===== src/apqm_pkg.sv =====
// apqm_pkg: types and codes shared by the priority queue controller, datapath and top level.
// Depends on nothing.
`default_nettype none

package apqm_pkg;

	localparam int KEY_W = 16;
	localparam int TAG_W = 32;
	localparam int OCC_W = 7;

	typedef enum logic {
		OP_INSERT  = 1'b0,
		OP_EXTRACT = 1'b1
	} op_t;

	typedef enum logic [1:0] {
		ST_INSERTED  = 2'd0,
		ST_FULL      = 2'd1,
		ST_EXTRACTED = 2'd2,
		ST_EMPTY     = 2'd3
	} status_t;

	typedef enum logic [1:0] {
		FSM_IDLE,
		FSM_SCAN,
		FSM_SHIFT
	} state_t;

	typedef struct packed {
		op_t                     operation;
		logic signed [KEY_W-1:0] key;
		logic [TAG_W-1:0]        tag;
	} req_t;

	typedef struct packed {
		status_t                 status;
		logic signed [KEY_W-1:0] out_key;
		logic [TAG_W-1:0]        out_tag;
		logic [OCC_W-1:0]        occupancy;
	} rsp_t;

	typedef struct packed {
		logic signed [KEY_W-1:0] key;
		logic [TAG_W-1:0]        tag;
	} entry_t;

	typedef struct packed {
		logic accept_ins;
		logic accept_empty;
		logic scan_init;
		logic scan_run;
		logic shift_init;
		logic shift_run;
		logic finish;
	} cmd_t;

	typedef struct packed {
		logic empty;
		logic run_done;
	} sts_t;

endpackage

`default_nettype wire


===== src/apqm_ctrl.sv =====
// apqm_ctrl: sequencer for the priority queue; decodes requests and steps the
// scan and shift passes of an extract. Depends on apqm_pkg.
`default_nettype none

module apqm_ctrl (
	input  wire logic          clk,
	input  wire logic          arst_n,
	input  wire logic          start,
	input  wire apqm_pkg::op_t operation,
	input  wire apqm_pkg::sts_t sts,
	output apqm_pkg::cmd_t     cmd,
	output logic               busy
);

	apqm_pkg::state_t state_q;
	apqm_pkg::state_t state_nxt;

	always_ff @(posedge clk or negedge arst_n) begin
		if (!arst_n) begin
			state_q <= apqm_pkg::FSM_IDLE;
		end else begin
			state_q <= state_nxt;
		end
	end

	always_comb begin
		state_nxt = state_q;
		case (state_q)
			apqm_pkg::FSM_IDLE: begin
				if (start && operation == apqm_pkg::OP_EXTRACT && !sts.empty) begin
					state_nxt = apqm_pkg::FSM_SCAN;
				end
			end
			apqm_pkg::FSM_SCAN: begin
				if (sts.run_done) begin
					state_nxt = apqm_pkg::FSM_SHIFT;
				end
			end
			apqm_pkg::FSM_SHIFT: begin
				if (sts.run_done) begin
					state_nxt = apqm_pkg::FSM_IDLE;
				end
			end
			default: state_nxt = apqm_pkg::FSM_IDLE;
		endcase
	end

	always_comb begin
		cmd  = '0;
		busy = 1'b1;
		case (state_q)
			apqm_pkg::FSM_IDLE: begin
				busy = 1'b0;
				if (start) begin
					if (operation == apqm_pkg::OP_INSERT) begin
						cmd.accept_ins = 1'b1;
					end else if (sts.empty) begin
						cmd.accept_empty = 1'b1;
					end else begin
						cmd.scan_init = 1'b1;
					end
				end
			end
			apqm_pkg::FSM_SCAN: begin
				cmd.scan_run   = 1'b1;
				cmd.shift_init = sts.run_done;
			end
			apqm_pkg::FSM_SHIFT: begin
				cmd.shift_run = 1'b1;
				cmd.finish    = sts.run_done;
			end
			default: busy = 1'b1;
		endcase
	end

endmodule

`default_nettype wire


===== src/apqm_dp.sv =====
// apqm_dp: entry memory, fill count, scan pointer, best-entry tracking and
// result register of the priority queue. Depends on apqm_pkg.
`default_nettype none

module apqm_dp #(
	parameter int CAPACITY = 64
) (
	input  wire logic           clk,
	input  wire logic           arst_n,
	input  wire apqm_pkg::req_t req,
	input  wire apqm_pkg::cmd_t cmd,
	output apqm_pkg::sts_t      sts,
	output apqm_pkg::rsp_t      rsp,
	output logic                done
);

	localparam int AW = (CAPACITY > 1) ? $clog2(CAPACITY) : 1;
	localparam int CW = $clog2(CAPACITY + 1);

	apqm_pkg::entry_t mem_q [CAPACITY];
	apqm_pkg::entry_t rd_data_q;
	apqm_pkg::entry_t wr_data;
	apqm_pkg::entry_t best_q;
	apqm_pkg::rsp_t   rsp_q;

	logic [CW-1:0] count_q;
	logic [CW-1:0] ptr_q;
	logic [CW-1:0] count_ins;
	logic [AW-1:0] ridx_q;
	logic [AW-1:0] best_idx_q;
	logic [AW-1:0] wr_addr;
	logic          rv_q;
	logic          first_q;
	logic          done_q;
	logic          full;
	logic          rd_en;
	logic          wr_en;
	logic          take_best;

	assign full      = (count_q == CW'(CAPACITY));
	assign count_ins = full ? count_q : count_q + CW'(1);
	assign rd_en     = (cmd.scan_run || cmd.shift_run) && (ptr_q < count_q);
	assign take_best = cmd.scan_run && rv_q &&
		(first_q || (rd_data_q.key > best_q.key));

	assign sts.empty    = (count_q == '0);
	assign sts.run_done = (ptr_q == count_q) && !rv_q;

	always_comb begin
		wr_en   = 1'b0;
		wr_addr = count_q[AW-1:0];
		wr_data = '{key: req.key, tag: req.tag};
		if (cmd.accept_ins && !full) begin
			wr_en = 1'b1;
		end else if (cmd.shift_run && rv_q) begin
			wr_en   = 1'b1;
			wr_addr = ridx_q - AW'(1);
			wr_data = rd_data_q;
		end
	end

	always_ff @(posedge clk) begin
		if (wr_en) begin
			mem_q[wr_addr] <= wr_data;
		end
		if (rd_en) begin
			rd_data_q <= mem_q[ptr_q[AW-1:0]];
		end
		ridx_q <= ptr_q[AW-1:0];
		if (take_best) begin
			best_q     <= rd_data_q;
			best_idx_q <= ridx_q;
		end
		if (cmd.accept_ins) begin
			rsp_q.status    <= full ? apqm_pkg::ST_FULL : apqm_pkg::ST_INSERTED;
			rsp_q.out_key   <= '0;
			rsp_q.out_tag   <= '0;
			rsp_q.occupancy <= apqm_pkg::OCC_W'(count_ins);
		end else if (cmd.accept_empty) begin
			rsp_q.status    <= apqm_pkg::ST_EMPTY;
			rsp_q.out_key   <= '0;
			rsp_q.out_tag   <= '0;
			rsp_q.occupancy <= '0;
		end else if (cmd.finish) begin
			rsp_q.status    <= apqm_pkg::ST_EXTRACTED;
			rsp_q.out_key   <= best_q.key;
			rsp_q.out_tag   <= best_q.tag;
			rsp_q.occupancy <= apqm_pkg::OCC_W'(count_q - CW'(1));
		end
	end

	always_ff @(posedge clk or negedge arst_n) begin
		if (!arst_n) begin
			count_q <= '0;
			ptr_q   <= '0;
			rv_q    <= 1'b0;
			first_q <= 1'b0;
			done_q  <= 1'b0;
		end else begin
			done_q <= cmd.accept_ins || cmd.accept_empty || cmd.finish;
			rv_q   <= rd_en;
			if (cmd.scan_init) begin
				ptr_q <= '0;
			end else if (cmd.shift_init) begin
				ptr_q <= CW'(best_idx_q) + CW'(1);
			end else if (rd_en) begin
				ptr_q <= ptr_q + CW'(1);
			end
			if (cmd.scan_init) begin
				first_q <= 1'b1;
			end else if (cmd.scan_run && rv_q) begin
				first_q <= 1'b0;
			end
			if (cmd.accept_ins) begin
				count_q <= count_ins;
			end else if (cmd.accept_empty) begin
				count_q <= '0;
			end else if (cmd.finish) begin
				count_q <= count_q - CW'(1);
			end
		end
	end

	assign rsp  = rsp_q;
	assign done = done_q;

endmodule

`default_nettype wire


===== src/array_priority_queue_max_top.sv =====
// array_priority_queue_max_top: bounded max-priority queue in an unsorted array.
// Depends on apqm_pkg, apqm_ctrl and apqm_dp.
//
//   channel   handshake          payload
//   request   start, busy (out)  req  : apqm_pkg::req_t
//   result    done (out)         rsp  : apqm_pkg::rsp_t, one cycle, no back-pressure
//
// A request is taken at a clock edge with start high and busy low.
// Insert and extract-on-empty: result in the cycle after the request, busy stays low.
// Extract: a scan for the maximum over all entries, then a shift that closes the gap
// by moving each entry behind the maximum down one place; busy is high throughout, and
// the result is strobed as busy falls. The receiver cannot stall.
// Reset clears the fill count and control state; the memory needs no clearing.
`default_nettype none

module array_priority_queue_max_top #(
	parameter int CAPACITY = 64
) (
	input  wire logic           clk,
	input  wire logic           arst_n,
	input  wire logic           start,
	output logic                busy,
	input  wire apqm_pkg::req_t req,
	output logic                done,
	output apqm_pkg::rsp_t      rsp
);

	apqm_pkg::cmd_t cmd;
	apqm_pkg::sts_t sts;

	apqm_ctrl u_ctrl (
		.clk       (clk),
		.arst_n    (arst_n),
		.start     (start),
		.operation (req.operation),
		.sts       (sts),
		.cmd       (cmd),
		.busy      (busy)
	);

	apqm_dp #(
		.CAPACITY (CAPACITY)
	) u_dp (
		.clk    (clk),
		.arst_n (arst_n),
		.req    (req),
		.cmd    (cmd),
		.sts    (sts),
		.rsp    (rsp),
		.done   (done)
	);

endmodule

`default_nettype wire


===== config.mk =====
export PLATFORM = sky130hd
export DESIGN_NAME = array_priority_queue_max_top
export DESIGN_NICKNAME = d
export VERILOG_FILES = /design/src/apqm_pkg.sv /design/src/apqm_ctrl.sv /design/src/apqm_dp.sv /design/src/array_priority_queue_max_top.sv
export SDC_FILE = /design/constraint.sdc
export NUM_CORES = 2
export LEC_CHECK = 0
export BUFFER_PORTS_ARGS = -buffer_cell sky130_fd_sc_hd__buf_2
export CORE_ASPECT_RATIO = 0.6
export CORE_MARGIN = 2
export CORE_UTILIZATION = 40
export CTS_BUF_LIST = sky130_fd_sc_hd__clkbuf_16
export CTS_CLUSTER_SIZE = 14
export DETAILED_ROUTE_END_ITERATION = 10
export GPL_TIMING_DRIVEN = 1
export SYNTH_ARGS = -nofsm -noshare
export SYNTH_HDL_FRONTEND = slang
export SYNTH_SLANG_ARGS = --single-unit

===== constraint.sdc =====
create_clock -name clk -period 17.95 [get_ports clk]
set_input_delay 1.795 -clock clk [delete_from_list [all_inputs] [get_ports clk]]
set_output_delay 1.795 -clock clk [all_outputs]
set_load 0.05 [all_outputs]

# Word-level counts from Yosys, hierarchy flattened
# Memories as Yosys holds them, arrays and structs flattened. A register that Yosys moved wholly into a read port is not among the register bits.
# Index checks and enable logic that the tools add are counted.
classes:
  n_addsub: 5
  magnitude_cmp: 2
  n_eq_ne: 7
  mux: 34
  n_reduce_logical: 22
ops:
  columns: ["cell", "n"]
  rows:
  - ["two-way mux 57 bit", 3]
  - ["two-way mux 48 bit", 2]
  - ["two-way mux 7 bit", 7]
  - ["> comparator 16 bit", 1]
  - ["adder 7 x 1 -> 7 bit (second input constant)", 2]
  - ["two-way mux 2 bit", 6]
  - ["two-way mux 6 bit", 2]
  - ["two-way mux 1 bit", 11]
  - ["logical AND 1 bit", 8]
  - ["adder 6 x 1 -> 7 bit (second input constant)", 1]
  - ["== test 7 bit", 1]
  - ["== test 7 bit (second input constant)", 1]
  - ["logical NOT 7 bit", 1]
  - ["< comparator 7 bit", 1]
  - ["subtractor 7 x 1 -> 7 bit (second input constant)", 1]
  - ["two-way mux 3 bit", 2]
  - ["inequality test 2 x 1 -> 1 bit (second input constant)", 3]
  - ["one-hot mux 2 bit (3 select lines)", 1]
  - ["nonzero test 3 bit", 2]
  - ["subtractor 6 x 1 -> 6 bit (second input constant)", 1]
  - ["logical OR 1 bit", 4]
  - ["logical NOT 1 bit", 3]
  - ["AND reduction 3 bit", 1]
  - ["== test 2 x 1 -> 1 bit (second input constant)", 1]
  - ["4 further kinds", 4]
word_totals:
  regBits: 136
  mem_bits_rw: 3072
  inputBits: 52
  output_inout_bits: 59
  elab_cells: 85
  n_memories: 1
mem_list:
  columns: ["name", "depth", "width", "rd", "rd_ports_with_merged_regs", "write_ports", "line_no", "source"]
  rows:
  - ["u_dp.mem_q", 64, 48, 1, 1, 1, "apqm_dp.sv:20", "apqm_pkg::entry_t mem_q [CAPACITY];"]

# Depth between registers and ports, before layout
logic_depth:
  word_depth: 9
  mapped_depth: 15
  mapped_depth_nobuf: 11

# Cells and area by module
# Synthesis repeated with hierarchy kept, for this count alone.
hier_totals:
  hier_cells: 5312
  area_unflattened_um2: 124445.6
by_module_without_submodules:
  columns: ["module", "n_inst", "cells_per_inst", "area_each_um2", "seq_area_each_um2"]
  rows:
  - ["apqm_dp", 1, 5296, 124294.2, 97088.1]
  - ["apqm_ctrl", 1, 16, 151.4, 50.0]

# Worst setup path after synthesis
# OpenSTA, ideal clock, no wires.
synth_timing:
  kind: "reg-to-reg"
  startpoint: "register, netlist name u_dp.rd_data_q[33]"
  endpoint: "register u_dp.best_idx_q[0], enable pin"
  setup_ns: 0.547
  arrival_time_ns: 5.615
  required_time_ns: 17.403
  slack_ns: 11.788
  path_stages_with_launch: 8
  path_buffers: 0
  period_less_slack_ns: 6.162
  path_cell_list: "edfxtp_1 > ha_1 > nor2b_1 > o211ai_1 > a2111oi_0 > a211oi_1 > mux2_2 > a211oi_1"
synth_via:
  elab_chain_cells: 3
synth_rtl:
  columns: ["element", "line_no", "source"]
  rows:
  - ["> comparator 16 bit", "apqm_dp.sv:44", "(first_q || (rd_data_q.key > best_q.key));"]
  - ["logical OR 1 bit", "apqm_dp.sv:44", null]
  - ["logical AND 1 bit", "apqm_dp.sv:43", "assign take_best = cmd.scan_run && rv_q &&"]
  - ["via u_dp.take_best", "apqm_dp.sv:38", "logic take_best;"]
  - ["end signal: assignment", "apqm_dp.sv:72", "best_idx_q <= ridx_q;"]
  - ["end: declaration", "apqm_dp.sv:30", "logic [AW-1:0] best_idx_q;"]
# The timed path passes the listed nets, and every way through them passes these cells.
# A chain may end at the register's enable or synchronous reset.

# Final worst setup path
layout_timing:
  startpoint: "register u_dp.count_q[0]"
  endpoint: "memory u_dp.mem_q[32][35] (netlist bit), enable pin"
layout_via:
  elab_chain_cells: 6
  word_cells_on_any_way: 8
  classes_between: "eq/ne: 1; mux: 5; reduce/logical: 2"
layout_rtl:
  columns: ["element", "line_no", "source"]
  rows:
  - ["start: declaration", "apqm_dp.sv:26", "logic [CW-1:0] count_q;"]
  - ["start signal: assignment", "apqm_dp.sv:115", "count_q <= count_ins;"]
  - ["start signal: assignment", "apqm_dp.sv:119", "count_q <= count_q - CW'(1);"]
  - ["== test 7 bit", "apqm_dp.sv:40", "assign full = (count_q == CW'(CAPACITY));"]
  - ["logical NOT 1 bit", "apqm_dp.sv:53", "if (cmd.accept_ins && !full) begin"]
  - ["logical AND 1 bit", "apqm_dp.sv:53", null]
  - ["two-way mux 1 bit", "apqm_dp.sv:53", null]
  - ["two-way mux 1 bit", "apqm_dp.sv:63", "if (wr_en) begin"]
  - ["two-way mux 1 bit (implied by the code)", "apqm_dp.sv:64", "mem_q[wr_addr] <= wr_data;"]
  - ["end: declaration", "apqm_dp.sv:20", null]
# Several ways; a longest one is shown, not always the timed one.

==> results.yml <==
timing:
  maxSlewViolCount: 0
  hold_viol: 0
  slew_headroom_pct: 4.606
  tns_ns: 0
  setup_slack_ns: 11.56
  fin_crit_sh_pct: 35.61
  setup_viol: 0
  period_minus_slack_ns: 6.391
  fmaxAchievable_mhz: 156.5
  tightest_slew_ns: 1.431
  rsz0062_at_grt: "false"
  fin_worst_skew_ns: 0.05331
  holdWs_ns: 0.4518
worst_setup_path:
  required_ns: 18.45
  rr_endpoint: "u_dp.mem_q[32][35]$_DFFE_PP_"
  path_class: "flip-flop to flip-flop"
  cp_max_fo: 37
  critical-path-max-stage-delay_ns: 0.88
  slowest_stage: "buf_4"
  end_kind: "flip-flop"
  reg2regPathDepth: 11
  worst-path-buf-inv: 4
  regToRegSetupSlack_ns: 11.56
  cp_common_cell: "buf_4"
  crit_family: "simple AND/OR/NAND/NOR gates"
  worstPathCellList: "inv_1 > ha_1 > nor2b_1 > a31oi_4 > nor2_4 > buf_4 > o21ai_2 > nand3b_1 > nor2_4 > buf_4 > buf_4"
  worstReg2RegStart: "u_dp.count_q[0]$_DFFE_PN0P_"
  crit_arrival_ns: 6.89
  start_kind: "flip-flop"
routing:
  drc: 0
  antenna_left: 0
  vias_per_cell: 6.214
  routed_wl_um: 353700
  routedWlPerCell_um: 35.49
  vias: 61930
  firstDrtPassIters: 6
  drtIter0Drc: 10750
cts:
  cts_root_buffer: "clkbuf_16"
  numClockSinks: 3256
  clk_latency_ns: 0.88
  clkTransAtPathRegs_ns: 0.07
  cts_tree: "built"
  cts_hold_buf: 0
  cts_inserted_buffers: 293
  clk_path_buf_depth: 4
  htree_num_levels: 5
  post_cts_resized: 0
  postCtsSetupRepairBufs: 0
finish:
  ff_latch_area_um2: 97150
  area_growth_pct: 11.84
  n_fill_cell: 25170
  finish.instance_area_um2: 137900
  layout.nets: 5808
  drive_gt1_share_pct: 25.89
  multi_input_area_um2: 25280
place:
  dpl_cell_area_um2: 129500
  port_buffers: 110
  place.gp.congestion: 0.8088
  post-place-ws_ns: 10.78
  place_hpwl_um: 192500
run_status:
  status: "finished clean"
die:
  initial_core_util_pct: 40.30
  boundaryPins: 111
  core_um2: 305900
  rows: 157
  die_y_um: 434.0
  die_x_um: 720.7
  die-area_um2: 312800
yosys:
  ys_seq_elements: 3256
  synth_warnings: 0
  yosysUniqueCellTypes: 60
  synth_edf_count: 3183
  synthFlopType: "edfxtp_1"
  async_reset_ff_share_pct: 0.5835
  ys_seq_area_share_pct: 78.80
  synth.avg_cell_area_um2: 22.59
  netlist_instances: 5456
  syn_area_um2: 123300
  syn-num-nets: 5539
min_path:
  worstHoldPathCells: 2
  min_path_type: "flip-flop to flip-flop"
  hold_start: "u_dp.rsp[17]$_SDFFE_PP0N_"
  min_to: "u_dp.rsp[17]$_SDFFE_PP0N_"
global_routing:
  grt_use_total_pct: 22.26
  grt_pass1_vias: 59310
  gr-total-overflow: 0
  antenna_found_initial: 12
  grt_pass1_wl_um: 486200
  grt_max_degree: 114
pwr:
  power.density_nw_per_um2: 144.8
  p_leak_nw: 42.30
  ir_drop_v: 0.0001284
flow_run:
  max-cap-violations: 0
-- layout make-up --
class,count,area share [%]
Inverter,31,0.08440
Tap cell,4054,3.679
Clock buffer,299,5.427
Clock inverter,181,0.6126
Multi-Input combinational cell,1858,18.34
Antenna cell,3,0.005445
Timing Repair Buffer,285,1.389
Sequential cell,3256,70.47
-- through the flow --
step           utilization (%)  power (W)  instances
2_1_floorplan                -    0.01255       5456
3_3_place_gp             42.35    0.01432       9484
3_5_place_dp             42.35    0.01435       9484
4_1_cts                  45.07    0.02003       9964
5_1_grt                  45.07    0.02063       9964
6_report                 45.07    0.01996       9967
-- cells in the final DEF, fill, tap and decap left out, types with 9 or more instances in the layout --
cell       synthesis  final
edfxtp_1        3183   3183
mux4_2           768    768
clkbuf_16          0    299
a22oi_1          192    192
buf_4              3    171
a21oi_1          169    169
inv_1             31    119
nand2_1          116    115
buf_2            102    110
a221oi_1          97     97
a22o_1            96     96
nor2_1           139     74
nor2_4             0     66
clkinv_1           0     59
dfxtp_1           54     54
mux2_2            51     51
o221ai_1          48     48
ha_1              31     31
nand3_1           18     17
o21ai_0           17     17
clkinv_2           0     17
dfrtp_1           19     17
nand3b_1           9      9
-- logic make-up after synthesis --
group / Yosys count / share of synthesized area, %
xor+xnor: 14 / 0.09947
compound gates: 659 / 3.919
buf+inv: 342 / 1.160
flops: 3256 / 78.80
mux: 820 / 14.51
fa+ha+maj: 31 / 0.3147
simple gates: 334 / 1.200
-- Yosys cell counts, drive strengths merged (48+ instances only) --
cell	n	area (µm²)
a221oi	97	849.6
a21oi	169	845.8
clkbuf	179	671.9
edfxtp	3183	95580
mux4	768	17300
nor2	140	528.0
dfxtp	54	1081
a22oi	192	1441
buf	132	641.9
nand2	116	435.4
o221ai	48	420.4
mux2	51	574.3
a22o	96	840.8
-- flip-flops by register name, indices dropped and copies added (netlist names) --
name             flops
u_dp.mem_q        3072
u_dp.rsp            57
u_dp.best_q         48
u_dp.rd_data_q      48
u_dp.count_q         7
u_dp.ptr_q           7
u_dp.best_idx_q      6
u_dp.ridx_q          6
u_ctrl.state_q       2
u_dp.done            1
u_dp.first_q         1
u_dp.rv_q            1
-- per-layer routing --
layer | global-route usage, % | share of wire [%] | up-vias
met2 | 30.78 | 42 | 4008
met1 | 34.84 | 43 | 33660
met4 | 4.497 | 2.1 | 0
li1 | - | - | 23840
met5 | 0 | 0 | -
met3 | 6.583 | 13 | 421
-- worst max-delay path by stage --
stage	startpoint	end	slack, ns	depth (start not counted)
floorplan	u_dp.rd_data_q[33]$_DFFE_PP_	u_dp.best_idx_q[0]$_DFFE_PP_	11.79	7
detailed placement	req[48]	u_dp.mem_q[32][36]$_DFFE_PP_	10.78	10
global placement	req[48]	u_dp.mem_q[32][36]$_DFFE_PP_	10.92	10
CTS	u_dp.count_q[0]$_DFFE_PN0P_	u_dp.mem_q[32][35]$_DFFE_PP_	11.66	11
finish	u_dp.count_q[0]$_DFFE_PN0P_	u_dp.mem_q[32][35]$_DFFE_PP_	11.56	11
global route	u_dp.count_q[0]$_DFFE_PN0P_	u_dp.mem_q[32][35]$_DFFE_PP_	11.40	11
-- power by group --
part | leakage [nW] | total [W] | internal (W) | switching, W
Sequential | 29.3 | 0.00909 | 0.00885 | 0.000236
Clock | 4.41 | 0.00576 | 0.00302 | 0.00273
Combinational | 8.56 | 0.00512 | 0.00199 | 0.00313
-- worst reg2reg max path, delay by kind of cell (launching register included) --
family | cells | cell delay (ns)
AOI/OAI and AO/OA | 2 | 0.61
buffers and inverters | 4 | 2.26
adders and majority gates | 1 | 0.28
DFF | 1 | 0.48
and+or+nand+nor | 4 | 2.32
(Power assumes the default switching activity.)
